===== config.mk =====
export PLATFORM = sky130hd
export DESIGN_NAME = multi_levelset_projection
export DESIGN_NICKNAME = d
export VERILOG_FILES = /design/src/hdl/mlsp_pkg.sv /design/src/hdl/mlsp_lane.sv /design/src/hdl/mlsp_merge.sv /design/src/hdl/multi_levelset_projection.sv
export SDC_FILE = /design/constraint.sdc
export NUM_CORES = 1
export LEC_CHECK = 0
export BUFFER_PORTS_ARGS = -buffer_cell sky130_fd_sc_hd__buf_4
export CAP_MARGIN = 20
export CORE_AREA = 3 3 450 452
export DETAILED_ROUTE_END_ITERATION = 10
export DIE_AREA = 0 0 453 455
export GPL_TIMING_DRIVEN = 1
export MAX_ROUTING_LAYER = met4
export SYNTH_ARGS = -nofsm -noshare
export SYNTH_HDL_FRONTEND = slang
export SYNTH_HIERARCHICAL = 1
export SYNTH_SLANG_ARGS = --single-unit

===== constraint.sdc =====
create_clock -name i_clk -period 8.6 [get_ports i_clk]
set_clock_uncertainty 0.2 [all_clocks]
set_input_delay 0 -clock i_clk [delete_from_list [all_inputs] [get_ports i_clk]]
set_output_delay 0 -clock i_clk [all_outputs]
set_load 0.05 [all_outputs]

===== src/hdl/mlsp_pkg.sv =====
// ----------------------------------------------------------------------------
// mlsp_pkg
// Shared types and constants for the multi level set projection block.
// ----------------------------------------------------------------------------
package mlsp_pkg;

    localparam int IDX_W      = 3;
    localparam int RCOUNT_W   = 3;
    localparam int REGION_W   = 2;

    localparam logic [RCOUNT_W-1:0] RCOUNT_RESET = 3'd4;
    localparam logic [RCOUNT_W-1:0] RCOUNT_MIN   = 3'd2;

    typedef struct packed {
        logic s2;
        logic s3;
        logic s4;
    } t_adv;

    typedef struct packed {
        logic [IDX_W-1:0] min_region;
        logic [IDX_W-1:0] second_region;
        logic [IDX_W-1:0] hit_region;
        logic             single_inside;
    } t_pick;

endpackage


===== src/hdl/mlsp_lane.sv =====
// ----------------------------------------------------------------------------
// mlsp_lane
// One region lane: inside test at the front, saturating projection at the back.
// ----------------------------------------------------------------------------
module mlsp_lane
    import mlsp_pkg::*;
#(
    parameter int VALUE_WIDTH = 32
) (
    input  logic                   i_clk,
    input  t_adv                   i_adv,
    input  logic                   i_in_use,
    input  logic [VALUE_WIDTH-1:0] i_phi,
    input  logic [VALUE_WIDTH-1:0] i_corr,
    output logic                   o_le_zero,
    output logic [VALUE_WIDTH-1:0] o_proj
);

    localparam logic [VALUE_WIDTH-1:0] MAX_POS = {1'b0, {(VALUE_WIDTH-1){1'b1}}};
    localparam logic [VALUE_WIDTH-1:0] MAX_NEG = {1'b1, {(VALUE_WIDTH-1){1'b0}}};

    logic [VALUE_WIDTH-1:0] r_phi2;
    logic [VALUE_WIDTH-1:0] r_phi3;
    logic [VALUE_WIDTH-1:0] r_proj;
    logic [VALUE_WIDTH-1:0] n_proj;
    logic [VALUE_WIDTH:0]   diff;

    assign o_le_zero = $signed(i_phi) <= $signed({VALUE_WIDTH{1'b0}});

    assign diff = {r_phi3[VALUE_WIDTH-1], r_phi3} - {i_corr[VALUE_WIDTH-1], i_corr};

    always_comb begin
        if (!i_in_use) begin
            n_proj = '0;
        end else if (diff[VALUE_WIDTH] != diff[VALUE_WIDTH-1]) begin
            n_proj = diff[VALUE_WIDTH] ? MAX_NEG : MAX_POS;
        end else begin
            n_proj = diff[VALUE_WIDTH-1:0];
        end
    end

    always_ff @(posedge i_clk) begin
        if (i_adv.s2) begin
            r_phi2 <= i_phi;
        end
        if (i_adv.s3) begin
            r_phi3 <= r_phi2;
        end
        if (i_adv.s4) begin
            r_proj <= n_proj;
        end
    end

    assign o_proj = r_proj;

endmodule


===== src/hdl/mlsp_merge.sv =====
// ----------------------------------------------------------------------------
// mlsp_merge
// Merge stage: two smallest values with strict-less ties, inside region pick.
// ----------------------------------------------------------------------------
module mlsp_merge
    import mlsp_pkg::*;
#(
    parameter int MAX_REGIONS = 4,
    parameter int VALUE_WIDTH = 32
) (
    input  logic                             i_clk,
    input  logic                             i_en,
    input  logic [MAX_REGIONS*VALUE_WIDTH-1:0] i_phi,
    input  logic [MAX_REGIONS-1:0]           i_in_use,
    input  logic [MAX_REGIONS-1:0]           i_le_zero,
    output t_pick                            o_pick,
    output logic [VALUE_WIDTH-1:0]           o_min_value,
    output logic [VALUE_WIDTH-1:0]           o_second_value,
    output logic [VALUE_WIDTH-1:0]           o_inside_value
);

    logic signed [VALUE_WIDTH-1:0] phi [MAX_REGIONS];
    logic signed [VALUE_WIDTH-1:0] mv;
    logic signed [VALUE_WIDTH-1:0] sv;
    logic signed [VALUE_WIDTH-1:0] iv;
    logic [IDX_W-1:0]              mr;
    logic [IDX_W-1:0]              sr;
    logic [IDX_W-1:0]              ir;
    logic                          found;
    logic [MAX_REGIONS-1:0]        inside_used;

    t_pick                  r_pick;
    logic [VALUE_WIDTH-1:0] r_min_value;
    logic [VALUE_WIDTH-1:0] r_second_value;
    logic [VALUE_WIDTH-1:0] r_inside_value;

    always_comb begin
        for (int k = 0; k < MAX_REGIONS; k++) begin
            phi[k] = i_phi[k*VALUE_WIDTH +: VALUE_WIDTH];
        end
    end

    always_comb begin
        if (phi[0] < phi[1]) begin
            mv = phi[0]; mr = IDX_W'(0); sv = phi[1]; sr = IDX_W'(1);
        end else begin
            mv = phi[1]; mr = IDX_W'(1); sv = phi[0]; sr = IDX_W'(0);
        end
        for (int k = 2; k < MAX_REGIONS; k++) begin
            if (i_in_use[k]) begin
                if (phi[k] < mv) begin
                    sv = mv; sr = mr; mv = phi[k]; mr = IDX_W'(k);
                end else if (phi[k] < sv) begin
                    sv = phi[k]; sr = IDX_W'(k);
                end
            end
        end
    end

    always_comb begin
        ir    = '0;
        found = 1'b0;
        for (int k = 0; k < MAX_REGIONS; k++) begin
            if (i_in_use[k] && !found) begin
                ir = IDX_W'(k);
            end
            if (k + 1 < MAX_REGIONS) begin
                if (i_in_use[k+1] && i_le_zero[k] && !found) begin
                    ir    = IDX_W'(k);
                    found = 1'b1;
                end
            end
        end
        iv = phi[ir[$clog2(MAX_REGIONS)-1:0]];
    end

    assign inside_used = i_le_zero & i_in_use;

    always_ff @(posedge i_clk) begin
        if (i_en) begin
            r_pick.min_region    <= mr;
            r_pick.second_region <= sr;
            r_pick.hit_region    <= ir;
            r_pick.single_inside <= $countones(inside_used) == 1;
            r_min_value          <= mv;
            r_second_value       <= sv;
            r_inside_value       <= iv;
        end
    end

    assign o_pick         = r_pick;
    assign o_min_value    = r_min_value;
    assign o_second_value = r_second_value;
    assign o_inside_value = r_inside_value;

endmodule


===== src/hdl/multi_levelset_projection.sv =====
// ----------------------------------------------------------------------------
// multi_levelset_projection
// Projects one cell's region distances so the two smallest straddle zero.
// ----------------------------------------------------------------------------
//  channel   | direction | word
//  s_axis    | in        | phi_0 .. phi_N-1
//  m_axis    | out       | projected values, minima, correction, inside pick
//  cfg       | in        | region_count
//
//  One word per cycle while the output is not stalled; a word accepted at the
//  input reaches the output register through four register stages.
//  Stages: input register, merge of the lanes, correction add, lane subtract.
//  Each stage holds when the next is full, so words keep entering while a
//  result waits until all four stages hold one. Reset sets region_count to 4
//  and empties the pipeline.
// ----------------------------------------------------------------------------
module multi_levelset_projection
    import mlsp_pkg::*;
#(
    parameter int MAX_REGIONS = 4,
    parameter int VALUE_WIDTH = 32
) (
    input  logic                i_clk,
    input  logic                i_rst_n,
    input  logic                i_s_axis_tvalid,
    output logic                o_s_axis_tready,
    // phi_0 .. phi_(MAX_REGIONS-1), zero padded to bytes
    input  logic [((MAX_REGIONS*VALUE_WIDTH+7)/8)*8-1:0] i_s_axis_tdata,
    output logic                o_m_axis_tvalid,
    input  logic                i_m_axis_tready,
    // out_phi_0 .. out_phi_(MAX_REGIONS-1), min_region, second_region,
    // min_value, second_value, correction, hit_region, inside_value,
    // single_inside, zero padded to bytes
    output logic [(((MAX_REGIONS+4)*VALUE_WIDTH+7+7)/8)*8-1:0] o_m_axis_tdata,
    input  logic                i_cfg_valid,
    output logic                o_cfg_ready,
    input  logic [RCOUNT_W-1:0] i_cfg_data
);

    localparam int RAW_W = (MAX_REGIONS+4)*VALUE_WIDTH + 7;
    localparam int OUT_W = ((RAW_W+7)/8)*8;
    localparam int CNT_W = $clog2(MAX_REGIONS+1);
    localparam int VEC_W = MAX_REGIONS*VALUE_WIDTH;

    logic [RCOUNT_W-1:0]    r_region_count;
    logic [CNT_W-1:0]       eff_regions;
    logic [3:0]             cnt4;
    logic [MAX_REGIONS-1:0] in_use;

    logic                   r_s1_v;
    logic                   r_s2_v;
    logic                   r_s3_v;
    logic                   r_s4_v;
    logic                   rdy1;
    logic                   rdy2;
    logic                   rdy3;
    logic                   rdy4;
    t_adv                   adv;

    logic [VEC_W-1:0]       r_s1_phi;
    logic [MAX_REGIONS-1:0] le_zero;
    logic [VEC_W-1:0]       proj;

    t_pick                  m_pick;
    logic [VALUE_WIDTH-1:0] m_min_value;
    logic [VALUE_WIDTH-1:0] m_second_value;
    logic [VALUE_WIDTH-1:0] m_inside_value;

    t_pick                  r_s3_pick;
    logic [VALUE_WIDTH-1:0] r_s3_min_value;
    logic [VALUE_WIDTH-1:0] r_s3_second_value;
    logic [VALUE_WIDTH-1:0] r_s3_inside_value;
    logic [VALUE_WIDTH-1:0] r_s3_corr;
    logic [VALUE_WIDTH:0]   pair_sum;

    t_pick                  r_s4_pick;
    logic [VALUE_WIDTH-1:0] r_s4_min_value;
    logic [VALUE_WIDTH-1:0] r_s4_second_value;
    logic [VALUE_WIDTH-1:0] r_s4_inside_value;
    logic [VALUE_WIDTH-1:0] r_s4_corr;
    logic [RAW_W-1:0]       raw;

    // region count, clamped to the supported range
    assign o_cfg_ready = 1'b1;

    always_ff @(posedge i_clk) begin
        if (!i_rst_n) begin
            r_region_count <= RCOUNT_RESET;
        end else if (i_cfg_valid) begin
            r_region_count <= i_cfg_data;
        end
    end

    assign cnt4 = {1'b0, r_region_count};

    always_comb begin
        if (cnt4 < 4'(RCOUNT_MIN)) begin
            eff_regions = CNT_W'(RCOUNT_MIN);
        end else if (cnt4 > 4'(MAX_REGIONS)) begin
            eff_regions = CNT_W'(MAX_REGIONS);
        end else begin
            eff_regions = CNT_W'(cnt4);
        end
        for (int k = 0; k < MAX_REGIONS; k++) begin
            in_use[k] = k < int'(eff_regions);
        end
    end

    // pipeline flow control
    assign rdy4 = !r_s4_v || i_m_axis_tready;
    assign rdy3 = !r_s3_v || rdy4;
    assign rdy2 = !r_s2_v || rdy3;
    assign rdy1 = !r_s1_v || rdy2;

    assign adv.s2 = rdy2;
    assign adv.s3 = rdy3;
    assign adv.s4 = rdy4;

    assign o_s_axis_tready = rdy1;
    assign o_m_axis_tvalid = r_s4_v;

    always_ff @(posedge i_clk) begin
        if (!i_rst_n) begin
            r_s1_v <= 1'b0;
            r_s2_v <= 1'b0;
            r_s3_v <= 1'b0;
            r_s4_v <= 1'b0;
        end else begin
            if (rdy1) begin
                r_s1_v <= i_s_axis_tvalid;
            end
            if (rdy2) begin
                r_s2_v <= r_s1_v;
            end
            if (rdy3) begin
                r_s3_v <= r_s2_v;
            end
            if (rdy4) begin
                r_s4_v <= r_s3_v;
            end
        end
    end

    always_ff @(posedge i_clk) begin
        if (rdy1) begin
            r_s1_phi <= i_s_axis_tdata[VEC_W-1:0];
        end
    end

    // lanes
    for (genvar g = 0; g < MAX_REGIONS; g++) begin : g_lane
        mlsp_lane #(
            .VALUE_WIDTH (VALUE_WIDTH)
        ) u_lane (
            .i_clk     (i_clk),
            .i_adv     (adv),
            .i_in_use  (in_use[g]),
            .i_phi     (r_s1_phi[g*VALUE_WIDTH +: VALUE_WIDTH]),
            .i_corr    (r_s3_corr),
            .o_le_zero (le_zero[g]),
            .o_proj    (proj[g*VALUE_WIDTH +: VALUE_WIDTH])
        );
    end

    mlsp_merge #(
        .MAX_REGIONS (MAX_REGIONS),
        .VALUE_WIDTH (VALUE_WIDTH)
    ) u_merge (
        .i_clk          (i_clk),
        .i_en           (rdy2),
        .i_phi          (r_s1_phi),
        .i_in_use       (in_use),
        .i_le_zero      (le_zero),
        .o_pick         (m_pick),
        .o_min_value    (m_min_value),
        .o_second_value (m_second_value),
        .o_inside_value (m_inside_value)
    );

    // floor of the mean of the two minima
    assign pair_sum = {m_min_value[VALUE_WIDTH-1], m_min_value}
                    + {m_second_value[VALUE_WIDTH-1], m_second_value};

    always_ff @(posedge i_clk) begin
        if (rdy3) begin
            r_s3_pick         <= m_pick;
            r_s3_min_value    <= m_min_value;
            r_s3_second_value <= m_second_value;
            r_s3_inside_value <= m_inside_value;
            r_s3_corr         <= pair_sum[VALUE_WIDTH:1];
        end
        if (rdy4) begin
            r_s4_pick         <= r_s3_pick;
            r_s4_min_value    <= r_s3_min_value;
            r_s4_second_value <= r_s3_second_value;
            r_s4_inside_value <= r_s3_inside_value;
            r_s4_corr         <= r_s3_corr;
        end
    end

    assign raw = {r_s4_pick.single_inside,
                  r_s4_inside_value,
                  r_s4_pick.hit_region[REGION_W-1:0],
                  r_s4_corr,
                  r_s4_second_value,
                  r_s4_min_value,
                  r_s4_pick.second_region[REGION_W-1:0],
                  r_s4_pick.min_region[REGION_W-1:0],
                  proj};

    assign o_m_axis_tdata = OUT_W'(raw);

    a_min_le_second: assert property (@(posedge i_clk) disable iff (!i_rst_n)
        r_s4_v |-> $signed(r_s4_min_value) <= $signed(r_s4_second_value))
        else $error("minimum above second minimum");

    a_corr_between: assert property (@(posedge i_clk) disable iff (!i_rst_n)
        r_s4_v |-> ($signed(r_s4_min_value) <= $signed(r_s4_corr)
              && $signed(r_s4_corr) <= $signed(r_s4_second_value)))
        else $error("correction outside the two minima");

    a_regions_differ: assert property (@(posedge i_clk) disable iff (!i_rst_n)
        r_s4_v |-> r_s4_pick.min_region != r_s4_pick.second_region)
        else $error("minimum and second share a region");

    a_single_inside: assert property (@(posedge i_clk) disable iff (!i_rst_n)
        (r_s4_v && r_s4_pick.single_inside) |-> $signed(r_s4_inside_value) <= 0)
        else $error("single inside region has a positive value");

    a_stall_full: assert property (@(posedge i_clk) disable iff (!i_rst_n)
        !o_s_axis_tready |-> (r_s1_v && r_s2_v && r_s3_v && r_s4_v))
        else $error("input stalled with an empty stage");

endmodule

==> impl_metrics.yaml <==
timing:
  finalSetupViolations: 0
  tightest_slew_ns: 1.045
  tns_ns: 0
  setup_slack_ns: 0.2811
  final_hold_viol_count: 0
  timing.fmax_mhz: 120.2
  fin_crit_sh_pct: 96.73
  rsz0062_at_grt: "true"
  finalCriticalPeriod_ns: 8.319
  final_max_slew_viol_count: 0
  slew_headroom_pct: 30.35
worst_setup_path:
  slowest_stage: "edfxtp_1"
  worst_r2r_startpoint: "r_s1_phi[8]"
  critPathCaptureType: "flop"
  worstPathArrival_ns: 8.66
  required_ns: 8.95
  crit_path_max_incr_delay_ns: 0.57
  path_max_fanout: 22
  ff2ff_setup_slack_ns: 0.28
  crit_top_cell: "buf_4"
  criticalPathCategory: "flop to flop"
  crit_path_start: "r_s1_phi[8]"
  cp-start-kind: "flop"
  r2r_end: "u_merge/o_second_value[26]"
  ff2ff_path_depth: 36
die:
  ios: 403
  die_w_um: 453
  initial_core_util_pct: 22.87
  core_um2: 199200
  die_area_um2: 206100
  num_rows: 164
  die_h_um: 455
detailed_routing:
  drt_wl_total_mm: 190.7
  dr.pass1.iters: 6
  via_per_inst: 4.707
  wl_per_cell_um: 25.93
  drc: 0
  vias: 34618
  first_iter_violations: 3168
  ant_nets: 0
clocking:
  clk_pin_slew_worst_paths_ns: 0.06
  cts_tree: "yes"
  clock_latency_ns: 0.75
  cts_made_buffers: 104
  h-tree-depth: 3
  clockBufferDepth: 3
  cts_root_buf: "clkbuf_16"
  clkSinkCount: 892
grt:
  grt_pass1_wl_mm: 261.5
  gr-total-overflow: 0
  grt_pass1_vias: 34383
  antenna_found_initial: 20
  gr-usage-met3_pct: 3.048
  grt_use_met2_pct: 29.76
  grt_use_total_pct: 18.46
  grt_max_degree: 145
  use_met1_pct: 22.67
  top_usage_layer: "met2"
worst_hold_path:
  hold_depth: 4
  hold_start: "i_m_axis_tready"
  min_path_type: "input pin to flop"
  min_to: "o_m_axis_tvalid"
power_and_ir_drop:
  switchingPower_mw: 10.43
  p_int_mw: 13.14
  ir_drop_uv: 161.7
  power.clock.fraction_pct: 19.4
  combPwrFrac_pct: 48.2
  power_frac_seq_pct: 32.4
  p_leak_nw: 25.09
  power.share.switching_pct: 44.25
  power_density_nw_per_um2: 390.0
place:
  place_congestion: 0.9533
  placed_cells: 6849
  place_ws_ns: -0.3311
  placed_area_um2: 53760
  place.detailed.hpwl_mm: 146.6
  port-buffer-count: 400
status:
  status: "finished, final reports clean"
layout:
  area_growth_pct: 32.60
  finalNetCount: 5053
  design_area_um2: 60430
  drive_gt1_share_pct: 22.81
  post-route-util_pct: 30.33
  fin_cells: 7355
synthesis:
  postSynthCellCount: 3609
  ys_warn_count: 6
  syn_area_per_cell_um2: 12.63
  synth_area_um2: 45570
flow_run:
  cap_violations: 0
layer usage:
layer	wire [um]	up-vias
met1	78980	17078
met5	0	-
met2	90010	1359
met4	9564	0
li1	-	15835
met3	12130	346
repair_timing:
item,CTS,global route
cloned,1,0
hold buffers,273,0
gates resized for setup,9,36
setup buffers,3,20
setup endpoints to repair,64,68
pin swaps,3,16
endpoints found under the hold margin,207,0
cells in the final DEF, fill, tap and decap left out, types with 24 or more instances in the layout:
cell,n
mux2i_1,60
and2_1,44
xnor2_1,80
a21o_1,167
buf_4,705
ha_1,314
clkinv_1,24
inv_1,217
nor3_1,32
xor2_1,62
o21bai_1,24
o2bb2ai_1,31
o21ai_2,28
nand2_1,283
a22o_1,32
nand3_1,91
nor4_1,38
a21oi_1,206
o21a_1,25
o221ai_1,31
dlygate4sd3_1,273
a31oi_1,55
edfxtp_1,885
clkbuf_16,105
a211oi_1,44
nand4_1,48
nor2_1,135
o21ai_1,24
o21ai_0,186
flip-flops by register name, indices dropped and copies added (netlist names), 32 cells and up:
signal and cells:
r_s4_second_value 32, r_s4_corr 32, u_merge/o_min_value 32, r_s1_phi 128, g_lane.u_lane/r_phi3 128, g_lane.u_lane/o_proj 128
r_s3_second_value 32, r_s4_inside_value 32, r_s4_min_value 32, r_s3_inside_value 32, u_merge/o_inside_value 32, g_lane.u_lane/r_phi2 128
u_merge/o_second_value 32, r_s3_corr 32, r_s3_min_value 32
how the worst max path moves through the flow:
stage	to	slack [ns]
5_1_grt	u_merge/o_min_value[15]	-0.06
2_1_floorplan	u_merge/o_second_value[31]	1.07
4_1_cts	u_merge/o_second_value[26]	0.07
6_report	u_merge/o_second_value[26]	0.28
3_3_place_gp	u_merge/o_second_value[27]	-0.18
3_5_place_dp	u_merge/o_second_value[8]	-0.33
critical path, delay by kind of cell (launching register included):
family / cells / cell delay, ns
AO/OA/AOI/OAI: 17 / 3.43
adder cells (fa/ha/maj): 3 / 0.90
buffers and inverters: 8 / 1.42
flip-flops: 1 / 0.57
multiplexers: 2 / 0.56
AND/OR/NAND/NOR: 6 / 0.97
per-stage QoR:
step / hold WS (ns) / total power [mW]
2_1_floorplan: -0.1381 / 14.49
3_3_place_gp: -0.02048 / 18.84
3_5_place_dp: -0.02067 / 18.88
4_1_cts: 0.008103 / 23.67
5_1_grt: 0.07545 / 24.73
6_report: 0.1029 / 23.57
power by group through the flow:
| stage | combinational (mW) | clock, mW | sequential, mW |
|---|---|---|---|
| 2_1_floorplan | 5.56 | 0 | 8.94 |
| 3_3_place_gp | 11.1 | 0 | 7.78 |
| 3_5_place_dp | 11.1 | 0 | 7.78 |
| 4_1_cts | 11.3 | 4.70 | 7.70 |
| 5_1_grt | 12.1 | 4.87 | 7.73 |
| 6_report | 11.4 | 4.56 | 7.64 |
cell type report:
cell class | instances | area [um2]
Antenna cell | 16 | 40.04
Clock buffer | 118 | 2655
Clock inverter | 76 | 830.8
Fill cell | 20152 | 138800
Inverter | 220 | 840.8
Multi-Input combinational cell | 2381 | 17650
Sequential cell | 892 | 26720
Tap cell | 2656 | 3323
Timing Repair Buffer | 996 | 8381
No activity file was read; power rests on OpenSTA's default activity.
